<file path="src/rtl/core/bpc_pkg.sv">
// Shared types and constants for the button press classifier.
// No dependencies; used by bpc_button and button_press_classifier_core.
package bpc_pkg;

  localparam int CNT_W    = 10;
  localparam int RAW_W    = 3;
  localparam int BTN_W    = 3;
  localparam int KIND_W   = 2;
  localparam int FLAG_W   = 4;
  localparam int TALLY_W  = 2;
  localparam int CFG_IDX_W = 2;

  // Configuration register indexes
  localparam logic [CFG_IDX_W-1:0] CFG_PRESSED_LEVEL = 2'd0;
  localparam logic [CFG_IDX_W-1:0] CFG_LONG_TICKS    = 2'd1;
  localparam logic [CFG_IDX_W-1:0] CFG_DOUBLE_TICKS  = 2'd2;
  localparam logic [CFG_IDX_W-1:0] CFG_REPEAT_TICKS  = 2'd3;

  // Actions
  localparam logic ACT_TICK = 1'b0;
  localparam logic ACT_POLL = 1'b1;

  // Event flag bit positions (match the poll kind codes)
  localparam int FLAG_SINGLE = 0;
  localparam int FLAG_LONG   = 1;
  localparam int FLAG_DOUBLE = 2;
  localparam int FLAG_REPEAT = 3;

  // Reset values
  localparam logic             RST_PRESSED_LEVEL = 1'b0;
  localparam logic [CNT_W-1:0] RST_LONG_TICKS    = 10'd100;
  localparam logic [CNT_W-1:0] RST_DOUBLE_TICKS  = 10'd30;
  localparam logic [CNT_W-1:0] RST_REPEAT_TICKS  = 10'd50;
  localparam logic             RELEASED_RAW      = 1'b1;
  localparam logic [TALLY_W-1:0] TALLY_DOUBLE    = 2'd2;

  typedef struct packed {
    logic              action;
    logic [RAW_W-1:0]  raw_levels;
    logic [BTN_W-1:0]  button;
    logic [KIND_W-1:0] event_kind;
  } in_item_t;

  typedef struct packed {
    logic             flag_seen;
    logic [RAW_W-1:0] held_mask;
  } out_item_t;

  typedef struct packed {
    logic             pressed_level;
    logic [CNT_W-1:0] long_press_ticks;
    logic [CNT_W-1:0] double_window_ticks;
    logic [CNT_W-1:0] repeat_ticks;
  } cfg_t;

  // Per-button command for one step
  typedef struct packed {
    logic              step;
    logic              tick;
    logic              raw;
    logic              poll;
    logic [KIND_W-1:0] kind;
  } btn_cmd_t;

endpackage

</file>
<file path="src/rtl/core/bpc_button.sv">
// Per-button state and update: debounce, single/double/long/repeat flags.
// Depends on bpc_pkg.
module bpc_button (
  input  logic              clk,
  input  logic              rst_n,
  input  bpc_pkg::cfg_t     cfg,
  input  bpc_pkg::btn_cmd_t cmd,
  output logic              flag_seen,
  output logic              held_nxt
);

  logic [2:0]                      hist_r, hist_nxt;
  logic                            stable_r, stable_nxt;
  logic [bpc_pkg::CNT_W-1:0]       long_r, long_nxt;
  logic                            holding_r, holding_nxt;
  logic [bpc_pkg::CNT_W-1:0]       rep_r, rep_nxt;
  logic [bpc_pkg::CNT_W-1:0]       dwin_r, dwin_nxt;
  logic [bpc_pkg::TALLY_W-1:0]     tally_r, tally_nxt;
  logic [bpc_pkg::FLAG_W-1:0]      flags_r, flags_nxt;

  always_comb begin
    logic [bpc_pkg::TALLY_W-1:0] t_inc;
    hist_nxt    = hist_r;
    stable_nxt  = stable_r;
    long_nxt    = long_r;
    holding_nxt = holding_r;
    rep_nxt     = rep_r;
    dwin_nxt    = dwin_r;
    tally_nxt   = tally_r;
    flags_nxt   = flags_r;
    flag_seen   = 1'b0;
    t_inc       = tally_r + 2'd1;

    if (cmd.tick) begin
      if (dwin_r != '0) begin
        dwin_nxt = dwin_r - 10'd1;
      end
      hist_nxt = {hist_r[1:0], cmd.raw};
      if (cmd.raw == hist_r[0] && hist_r[0] == hist_r[1]) begin
        if (hist_r[1] != stable_r) begin
          stable_nxt  = hist_r[1];
          holding_nxt = 1'b0;
          rep_nxt     = '0;
          if (hist_r[1] == cfg.pressed_level) begin
            long_nxt = cfg.long_press_ticks;
            flags_nxt[bpc_pkg::FLAG_SINGLE] = 1'b1;
            if (dwin_nxt != '0) begin
              tally_nxt = t_inc;
              if (t_inc == bpc_pkg::TALLY_DOUBLE) begin
                flags_nxt[bpc_pkg::FLAG_DOUBLE] = 1'b1;
                flags_nxt[bpc_pkg::FLAG_SINGLE] = 1'b0;
                tally_nxt = '0;
                dwin_nxt  = '0;
              end
            end else begin
              tally_nxt = 2'd1;
              dwin_nxt  = cfg.double_window_ticks;
            end
          end else begin
            flags_nxt[bpc_pkg::FLAG_LONG]   = 1'b0;
            flags_nxt[bpc_pkg::FLAG_REPEAT] = 1'b0;
          end
        end else if (stable_r == cfg.pressed_level) begin
          if (!holding_r) begin
            long_nxt = long_r - 10'd1;
            if (long_nxt == '0) begin
              flags_nxt[bpc_pkg::FLAG_LONG]   = 1'b1;
              flags_nxt[bpc_pkg::FLAG_SINGLE] = 1'b0;
              holding_nxt = 1'b1;
              dwin_nxt    = '0;
              tally_nxt   = '0;
              rep_nxt     = cfg.repeat_ticks;
            end
          end
          if (holding_nxt) begin
            // first repeat counts down in the same tick the long flag fires
            if (rep_nxt <= 10'd1) begin
              rep_nxt = cfg.repeat_ticks;
              flags_nxt[bpc_pkg::FLAG_REPEAT] = 1'b1;
            end else begin
              rep_nxt = rep_nxt - 10'd1;
            end
          end
        end
      end
    end else if (cmd.poll) begin
      if (flags_r[cmd.kind]) begin
        flag_seen = 1'b1;
        flags_nxt[cmd.kind] = 1'b0;
      end
    end

    held_nxt = (stable_nxt == cfg.pressed_level);
  end

  always_ff @(posedge clk) begin
    if (!rst_n) begin
      hist_r    <= {3{bpc_pkg::RELEASED_RAW}};
      stable_r  <= bpc_pkg::RELEASED_RAW;
      long_r    <= bpc_pkg::RST_LONG_TICKS;
      holding_r <= 1'b0;
      rep_r     <= '0;
      dwin_r    <= '0;
      tally_r   <= '0;
      flags_r   <= '0;
    end else if (cmd.step) begin
      hist_r    <= hist_nxt;
      stable_r  <= stable_nxt;
      long_r    <= long_nxt;
      holding_r <= holding_nxt;
      rep_r     <= rep_nxt;
      dwin_r    <= dwin_nxt;
      tally_r   <= tally_nxt;
      flags_r   <= flags_nxt;
    end
  end

endmodule

</file>
<file path="src/rtl/core/button_press_classifier_core.sv">
// Button press classifier core (uses bpc_pkg and bpc_button). Each input
// transaction is either a tick, which samples the raw pin level of every button,
// debounces it over three equal samples and advances the single, double, long-press
// and auto-repeat tracking, or a poll, which returns one sticky event flag of one
// button and clears it. Every transaction produces exactly one result carrying
// flag_seen (always 0 on a tick) and held_mask, the debounced pressed state after
// the update. The block takes one transaction per cycle while out_ready stays high:
// a transaction is captured in an input register, and the per-button update is one
// shallow pass of logic feeding the result register. Write configuration registers
// through cfg_* only while no transaction is in flight.
module button_press_classifier_core #(
  parameter int NUM_BUTTONS = 3
) (
  input  logic                              clk,
  input  logic                              rst_n,
  input  logic                              in_valid,
  output logic                              in_ready,
  input  bpc_pkg::in_item_t                 in_data,
  output logic                              out_valid,
  input  logic                              out_ready,
  output bpc_pkg::out_item_t                out_data,
  input  logic                              cfg_we,
  input  logic [bpc_pkg::CFG_IDX_W-1:0]     cfg_index,
  input  logic [bpc_pkg::CNT_W-1:0]         cfg_wdata
);

  // Configuration registers
  bpc_pkg::cfg_t cfg_r;

  always_ff @(posedge clk) begin
    if (!rst_n) begin
      cfg_r.pressed_level       <= bpc_pkg::RST_PRESSED_LEVEL;
      cfg_r.long_press_ticks    <= bpc_pkg::RST_LONG_TICKS;
      cfg_r.double_window_ticks <= bpc_pkg::RST_DOUBLE_TICKS;
      cfg_r.repeat_ticks        <= bpc_pkg::RST_REPEAT_TICKS;
    end else if (cfg_we) begin
      case (cfg_index)
        bpc_pkg::CFG_PRESSED_LEVEL: cfg_r.pressed_level       <= cfg_wdata[0];
        bpc_pkg::CFG_LONG_TICKS:    cfg_r.long_press_ticks    <= cfg_wdata;
        bpc_pkg::CFG_DOUBLE_TICKS:  cfg_r.double_window_ticks <= cfg_wdata;
        bpc_pkg::CFG_REPEAT_TICKS:  cfg_r.repeat_ticks        <= cfg_wdata;
        default: ;
      endcase
    end
  end

  // Input register stage
  bpc_pkg::in_item_t in_r;
  logic              s1_valid_r, s1_valid_nxt;
  logic              advance;
  logic              in_accept;

  // Move the held transaction into the result register when it is free or draining
  assign advance   = s1_valid_r && (!out_valid || out_ready);
  assign in_ready  = !s1_valid_r || advance;
  assign in_accept = in_valid && in_ready;

  always_comb begin
    if (in_accept) begin
      s1_valid_nxt = 1'b1;
    end else if (advance) begin
      s1_valid_nxt = 1'b0;
    end else begin
      s1_valid_nxt = s1_valid_r;
    end
  end

  always_ff @(posedge clk) begin
    if (!rst_n) begin
      s1_valid_r <= 1'b0;
    end else begin
      s1_valid_r <= s1_valid_nxt;
    end
  end

  always_ff @(posedge clk) begin
    if (in_accept) begin
      in_r <= in_data;
    end
  end

  // Per-button update; state commits only when the transaction advances
  logic [NUM_BUTTONS-1:0] seen_vec;
  logic [NUM_BUTTONS-1:0] held_vec;

  for (genvar n = 0; n < NUM_BUTTONS; n++) begin : g_btn
    bpc_pkg::btn_cmd_t cmd;
    logic              raw_bit;

    // Buttons past the raw input width sample level 0
    if (n < bpc_pkg::RAW_W) begin : g_raw
      assign raw_bit = in_r.raw_levels[n];
    end else begin : g_zero
      assign raw_bit = 1'b0;
    end

    assign cmd.step = advance;
    assign cmd.tick = (in_r.action == bpc_pkg::ACT_TICK);
    assign cmd.raw  = raw_bit;
    assign cmd.poll = (in_r.action == bpc_pkg::ACT_POLL) &&
                      (in_r.button == bpc_pkg::BTN_W'(n));
    assign cmd.kind = in_r.event_kind;

    bpc_button u_btn (
      .clk       (clk),
      .rst_n     (rst_n),
      .cfg       (cfg_r),
      .cmd       (cmd),
      .flag_seen (seen_vec[n]),
      .held_nxt  (held_vec[n])
    );
  end

  // Held mask covers only the buttons that fit the result field
  logic [bpc_pkg::RAW_W-1:0] held_mask;

  for (genvar m = 0; m < bpc_pkg::RAW_W; m++) begin : g_mask
    if (m < NUM_BUTTONS) begin : g_on
      assign held_mask[m] = held_vec[m];
    end else begin : g_off
      assign held_mask[m] = 1'b0;
    end
  end

  // Result register
  bpc_pkg::out_item_t out_r, out_nxt;
  logic               out_valid_r, out_valid_nxt;

  assign out_nxt.flag_seen = |seen_vec;
  assign out_nxt.held_mask = held_mask;

  always_comb begin
    if (advance) begin
      out_valid_nxt = 1'b1;
    end else if (out_ready) begin
      out_valid_nxt = 1'b0;
    end else begin
      out_valid_nxt = out_valid_r;
    end
  end

  always_ff @(posedge clk) begin
    if (!rst_n) begin
      out_valid_r <= 1'b0;
    end else begin
      out_valid_r <= out_valid_nxt;
    end
  end

  always_ff @(posedge clk) begin
    if (advance) begin
      out_r <= out_nxt;
    end
  end

  assign out_valid = out_valid_r;
  assign out_data  = out_r;

endmodule
</file>
<file path="config.mk">
export PLATFORM = sky130hd
export DESIGN_NAME = button_press_classifier_core
export DESIGN_NICKNAME = d
export VERILOG_FILES = /design/src/rtl/core/bpc_pkg.sv /design/src/rtl/core/bpc_button.sv /design/src/rtl/core/button_press_classifier_core.sv
export SDC_FILE = /design/constraint.sdc
export NUM_CORES = 1
export LEC_CHECK = 0
export CORE_UTILIZATION = 35
export CTS_CLUSTER_SIZE = 24
export DETAILED_ROUTE_END_ITERATION = 16
export DONT_BUFFER_PORTS = 1
export GPL_TIMING_DRIVEN = 0
export HOLD_SLACK_MARGIN = 0.1
export PLACE_DENSITY_LB_ADDON = 0.3
export SETUP_SLACK_MARGIN = 0.02
export SYNTH_ARGS = -nofsm -noshare
export SYNTH_HDL_FRONTEND = slang
export SYNTH_SLANG_ARGS = --single-unit
</file>
<file path="constraint.sdc">
create_clock -name clk -period 8.5 [get_ports clk]
set_input_delay 0 -clock clk [delete_from_list [all_inputs] [get_ports clk]]
set_output_delay 0 -clock clk [all_outputs]
set_load 0.005 [all_outputs]
</file>
==> metrics, run 1 <==
Slew Limit Headroom 0.1555; Worst Max-Slew Pin Slew between 1 and 1.5 ns; grt total ovfl 0; Final nets approximately 1700; Die ar. 33790 um^2; post-CTS sizing 0; deepest clock path buffer count 2; DR pass1 iterations 6; Clock Pin Slew Worst Setup and Hold Paths about 0.080 ns; area grow syn2layout 13.02%; first-pass GRT wire length approximately 67000 um; status finished clean; sequential element share of the synthesized area 0.2985; CTS Root Cell clkbuf_16; area share of the largest cell type after synthesis 0.2647; RSZ-0062 raised after global routing false; DR vias/cell around 6.1; Static Leakage approximately 0.0047 uW; fin crit share 0.7605; number of flops mapped to enable cells by yosys 13; Setup crit start kind register; Final Non-Filler Cells between 2000 and 2500; number of remaining DRC errors 0; H-tree Lvls 4; Synthesis Warnings 0; Req. time, crit path 8.80 ns; postcts setup bufs 0; largest net degree at the start of global routing 19; Pint about 1400 uW; I/O pins 32; fin area ~13000 um^2; Post-synth top cells 215 x nand2_1, 163 x nor2_1, 153 x dfxtp_1; CP max FO 10; Critical Path Sink Type register; switching pwr a little over 700 uW; CTS Buf Count 17; Final Hold Fails 0; # hold bufs at CTS 35; CTS Sinks approximately 170; WL per Instance roughly 20 um; Die X-Extent ~180 um; vias after detailed routing approximately 13000; final worst path period need around 6.5 ns; largest cells by area after synthesis dfxtp_1 26%, nand2_1 7.0%, a21oi_1 6.5%; count of cell types in the netlist 84; WS Path Type register to register; Hold WC Path Type primary input to register; VDD IR max approximately 0.15 mV; Initial DRC Count ~1600; Syn Inst Count about 1600; final setup violation count 0; die height about 180 um; Final Total Pwr between 2000 and 2500 uW; Placed Area about 12000 um^2; Sw Share 0.3411; FFs w/ async S/R, synth 0; Final HPWL DP about 32000 um; CORE AREA between 30000 and 40000 um^2; min setup slack post-route between 2 and 2.5 ns; placed cell count 2036; Syn Area/Cell ~7.3 um^2; #FFs+latches synth 166; final antenna-violating net count 0; Port Buffers 0; Most used DFF post-synth dfxtp_1; share of post-route cells with drive strength above 1 0.04937; Cell Pwr Density between 150 and 200 nW/um^2; most instantiated library cell after synthesis nand2_1; Initial Util 0.3556; Comb pwr share 0.220; fmax around 0.15 GHz; Clk pwr share 0.377; Worst-Skew Late Latency 0.46 ns; Slew Limit Fails 0; # rows 66; Syn Nets roughly 1600; initial antenna violation count 2; Max-cap violations 0; Placement Setup Slack about 2.2 ns; WP data arrival between 6 and 7 ns; sequential share of power 0.402; final wirelength about 43000 um; vias in the first global route between 10000 and 15000; skew final approximately 0.020 ns; GP Congestion roughly 0.97; cell taking the most area after synthesis dfxtp_1; CTS tree yes; gr usage total 0.2565; mapped cell area approximately 12000 um^2; setup TNS 0 ns
## critical path: stages, from the launching register on
cell and delay, ns:
dfxtp_1 0.38, inv_1 0.08, ha_1 0.26, or3b_2 0.50, o31a_1 0.27, or3_1 0.51, nor4_2 0.77, buf_2 0.41
buf_2 0.30, nand2_1 0.08, nand2_1 0.12, inv_1 0.04, ha_1 0.17, clkbuf_1 0.26, nor2_1 0.31, nor3_1 0.19
and3_1 0.23, a21oi_1 0.76, o21ai_0 0.26, a221oi_1 0.30, nor3_1 0.09
## final timing paths
check	start	to	slack, ns	cells after the start
worst max register to register	g_btn[0].u_btn.long_r[0]	g_btn[0].u_btn.rep_r[7]	2.04	20
worst max-delay path	g_btn[0].u_btn.long_r[0]	g_btn[0].u_btn.rep_r[7]	2.04	20
worst min-delay path	cfg_index[1]	cfg_r[28]	0.12	4
worst min register to register	g_btn[1].u_btn.tally_r[1]	g_btn[1].u_btn.tally_r[1]	0.44	2
## area by class of cell
class	count	area [um^2]
antenna	1	2.502
inverter	42	157.7
clock buffer	17	425.4
buffer	104	416.7
tap	442	553.0
sequential	166	3453
timing repair buffer	36	361.6
clock inverter	15	158.9
multi-input combinational	1281	7547
fill	3476	19460
## state kept, by name, summed over array words and instances (netlist names)
| register | cells |
|---|---|
| cfg_r | 31 |
| g_btn.cmd | 5 |
| g_btn.u_btn.dwin_r | 30 |
| g_btn.u_btn.flags_r | 12 |
| g_btn.u_btn.hist_r | 6 |
| g_btn.u_btn.holding_r | 3 |
| g_btn.u_btn.long_r | 30 |
| g_btn.u_btn.rep_r | 30 |
| g_btn.u_btn.stable_r | 3 |
| g_btn.u_btn.tally_r | 6 |
| in_r | 4 |
| out_data | 4 |
| out_valid | 1 |
| s1_valid_r | 1 |
## cell families after synthesis
logic type | after synthesis | synth area share
simple gates | 696 | 0.2917
compound gates | 506 | 0.2871
flops | 166 | 0.2985
buf+inv | 146 | 0.04964
mux | 35 | 0.03493
xor+xnor | 29 | 0.02195
fa+ha+maj | 15 | 0.01622
## power groups by stage
stage          Combinational, uW  Clock (uW)  Sequential, uW
6_report                     461         790             842
4_1_cts                      451         801             840
5_1_grt                      500         830             845
2_1_floorplan                338           0             846
3_3_place_gp                 429           0             858
3_5_place_dp                 433           0             858
## per-layer routing
metal	wire (um)	global-route usage	vias to the layer above
li1	-	-	6034
met1	18480	0.3400	6090
met2	18910	0.4002	646
met3	4325	0.05725	121
met4	1563	0.1053	4
met5	22	0	-
## metrics by stage
step	utilization	hold WS, ns
2_1_floorplan	-	0.09887
3_3_place_gp	0.3726	0.09894
3_5_place_dp	0.3731	0.09891
4_1_cts	0.4018	0.1066
5_1_grt	0.4018	0.1525
6_report	0.4019	0.1159
## placed cells by master (no fill, tap or decap), types with 17 or more instances in the layout
cell type      instances
a211oi_1              22
a21oi_1              151
a31oi_1               30
clkbuf_1              95
clkbuf_16             17
dfxtp_1              153
dlygate4sd3_1         35
inv_1                 40
mux2i_1               19
nand2_1              215
nand2b_1              21
nand3_1               59
nor2_1               163
nor3_1                70
nor4_1                21
o211ai_1              20
o21ai_0              100
or3_1                 30
xnor2_1               18
No activity file was read; power rests on OpenSTA's default activity.
==> run 2, diff against run 1 <==
==> constraint.sdc (replaced) <==
create_clock -name clk -period 6.45 [get_ports clk]
set_input_delay 0 -clock clk [delete_from_list [all_inputs] [get_ports clk]]
set_output_delay 0 -clock clk [all_outputs]
set_load 0.005 [all_outputs]
==> metrics, run 2 (same netlist as run 1, synthesis figures left out) <==
Critical Path Sink Type register; Static Leakage 0.004657 uW (about the same); reg2reg start g_btn[0].u_btn.long_r[0]; # rows 66 (unchanged); Biggest register cfg_r; Clock Pin Slew Worst Setup and Hold Paths 0.08 ns (about the same); Final nets 1689 (unchanged); fin crit share 0.9197 (+0.1592); WL met1 18680 um (+1.0%); start point of the worst hold path cfg_index[1]; CTS Sinks 166 (unchanged); Die X-Extent 183.8 um (unchanged); Port Buffers 0 (unchanged); initial antenna violation count 2 (unchanged); Cell Pwr Density 210.8 nW/um^2 (+32%); vias in the first global route 11930 (unchanged); max FFs per register 31 (unchanged); largest net degree at the start of global routing 19 (unchanged); number of remaining DRC errors 0 (unchanged); area grow syn2layout 13.15%; Initial Util 0.3556 (unchanged); Worst Max-Slew Pin Slew 1.232 ns (-0.02521 ns); filler cell count 3477 (+0.029%); hold path depth 4 (unchanged); CTS Root Cell clkbuf_16; deepest clock path buffer count 2 (unchanged); GP Congestion 0.9655 (unchanged); fmax 0.1686 GHz (+9.0%); Final Hold Fails 0 (unchanged); I/O pins 32 (unchanged); met3 wire len 4203 um (-2.8%); CP max FO 10 (unchanged); CORE AREA 32540 um^2 (unchanged); Hold WC Path Type primary input to register; final wirelength 43460 um (+0.37%); H-tree Lvls 4 (unchanged); first-pass GRT wire length 66810 um (unchanged); Initial DRC Count 1577 (-1.0%); WS Path Type register to register; die height 183.8 um (unchanged); worst hold endpoint cfg_r[28]; vias after detailed routing 12930 (+0.28%); Req. time, crit path 6.80 ns (-2.00 ns); setup TNS 0 ns (unchanged); CTS tree yes; skew final 0.02208 ns (+0.001593 ns); share of post-route cells with drive strength above 1 0.04997 (+0.0006020); commonest non-fill, non-tap cell in the layout nand2_1; WL per Instance 20.65 um (+0.32%); RSZ-0062 raised after global routing false; FF-to-FF End g_btn[0].u_btn.rep_r[5]; gr usage total 0.2565 (unchanged); Final Non-Filler Cells 2105 (+0.048%); VDD IR max 0.2070 mV (+34%); final design utilization 0.4024 (+0.0004610); DR vias/cell 6.143 (+0.23%); Slew Limit Fails 0 (unchanged); Slew Limit Headroom 0.1672 (+0.01168); Final HPWL DP 31600 um (unchanged); status finished clean; DR top layer met4; grt total ovfl 0 (unchanged); worst hold slack 0.1186 ns (+0.002744 ns); cells on worst reg2reg path 17 (-15%); WP data arrival 6.28 ns (-0.49 ns); met2 wire length 19120 um (+1.1%); placed cell count 2036 (unchanged); final setup violation count 0 (unchanged); Max-cap violations 0 (unchanged); Setup crit start kind register; Worst-Skew Late Latency 0.46 ns (about the same); Die ar. 33790 um^2 (unchanged); CTS Buf Count 17 (unchanged); final worst path period need 5.932 ns (-0.5319 ns); final antenna-violating net count 0 (unchanged); DR pass1 iterations 6 (unchanged); postcts setup bufs 0 (unchanged); crit path from g_btn[0].u_btn.long_r[0]; commonest cells after routing, fill and taps aside 215 x nand2_1, 163 x nor2_1, 153 x dfxtp_1; Worst R2R Setup Slack 0.52 ns (-1.52 ns)
-- run 2: layout make-up --
| cell class | instances | area [um^2] | area share |
|---|---|---|---|
| multi-input cells | 1281 | 7560 | 0.5775 |
| flip-flops and latches | 166 | 3453 | 0.2638 |
| well taps | 442 | 553.0 | 0.04224 |
| clock buffers | 17 | 425.4 | 0.03250 |
| plain buffers | 104 | 416.7 | 0.03183 |
| repair buffers | 36 | 361.6 | 0.02762 |
| clock inverters | 15 | 158.9 | 0.01214 |
| inverters | 42 | 157.7 | 0.01204 |
| diodes | 2 | 5.005 | 0.0003823 |
-- run 2: how the worst max path moves through the flow --
stage	end	slack, ns	cells after the start
2_1_floorplan	g_btn[0].u_btn.rep_r[6]	1.72	17
3_3_place_gp	g_btn[0].u_btn.rep_r[7]	0.18	20
3_5_place_dp	g_btn[0].u_btn.rep_r[7]	0.16	20
4_1_cts	g_btn[0].u_btn.rep_r[7]	0.12	20
5_1_grt	g_btn[0].u_btn.rep_r[5]	0.14	18
6_report	g_btn[0].u_btn.rep_r[5]	0.52	17
-- run 2: where the power goes --
group	leakage, uW	switching (uW)	internal (uW)	total, uW
combinational	0.00301	379	230	609
clock	0.000285	523	518	1040
sequential	0.00137	40.1	1070	1110
-- run 2: timing repair --
item / CTS / global route
resized for setup: 0 / 2
endpoints found under the setup margin: 0 / 7
hold buffers: 35 / 0
hold endpoints to repair: 51 / 0
-- run 2: worst max-delay path, cell delays in order, from the launching register on --
cell	delay, ns
dfxtp_1	0.38
inv_1	0.08
ha_1	0.26
or3b_2	0.50
o31a_1	0.27
or3_1	0.53
nor4_4	0.57
buf_2	0.38
mux2i_1	0.34
ha_1	0.20
clkbuf_1	0.42
nor2_1	0.19
nor3_1	0.64
and3_1	0.30
a21oi_2	0.13
nor2_1	0.34
nor3_1	0.09
o22a_1	0.20
-- run 2: stage by stage --
stage | setup slack [ns] | instance area, um^2 | total power [uW]
after floorplan | 1.718 | 11570 | 1561
after global placement | 0.1820 | 12120 | 1696
after detailed placement | 0.1572 | 12140 | 1701
after CTS | 0.1200 | 13070 | 2757
after global routing | 0.1399 | 13090 | 2866
final | 0.5178 | 13090 | 2760
-- run 2: metal layers --
| layer | track usage | vias to the layer above |
|---|---|---|
| li1 | - | 6048 |
| met2 | 0.4002 | 625 |
| met3 | 0.05725 | 114 |
| met1 | 0.3400 | 6144 |
| met4 | 0.1053 | 0 |
| met5 | 0 | - |
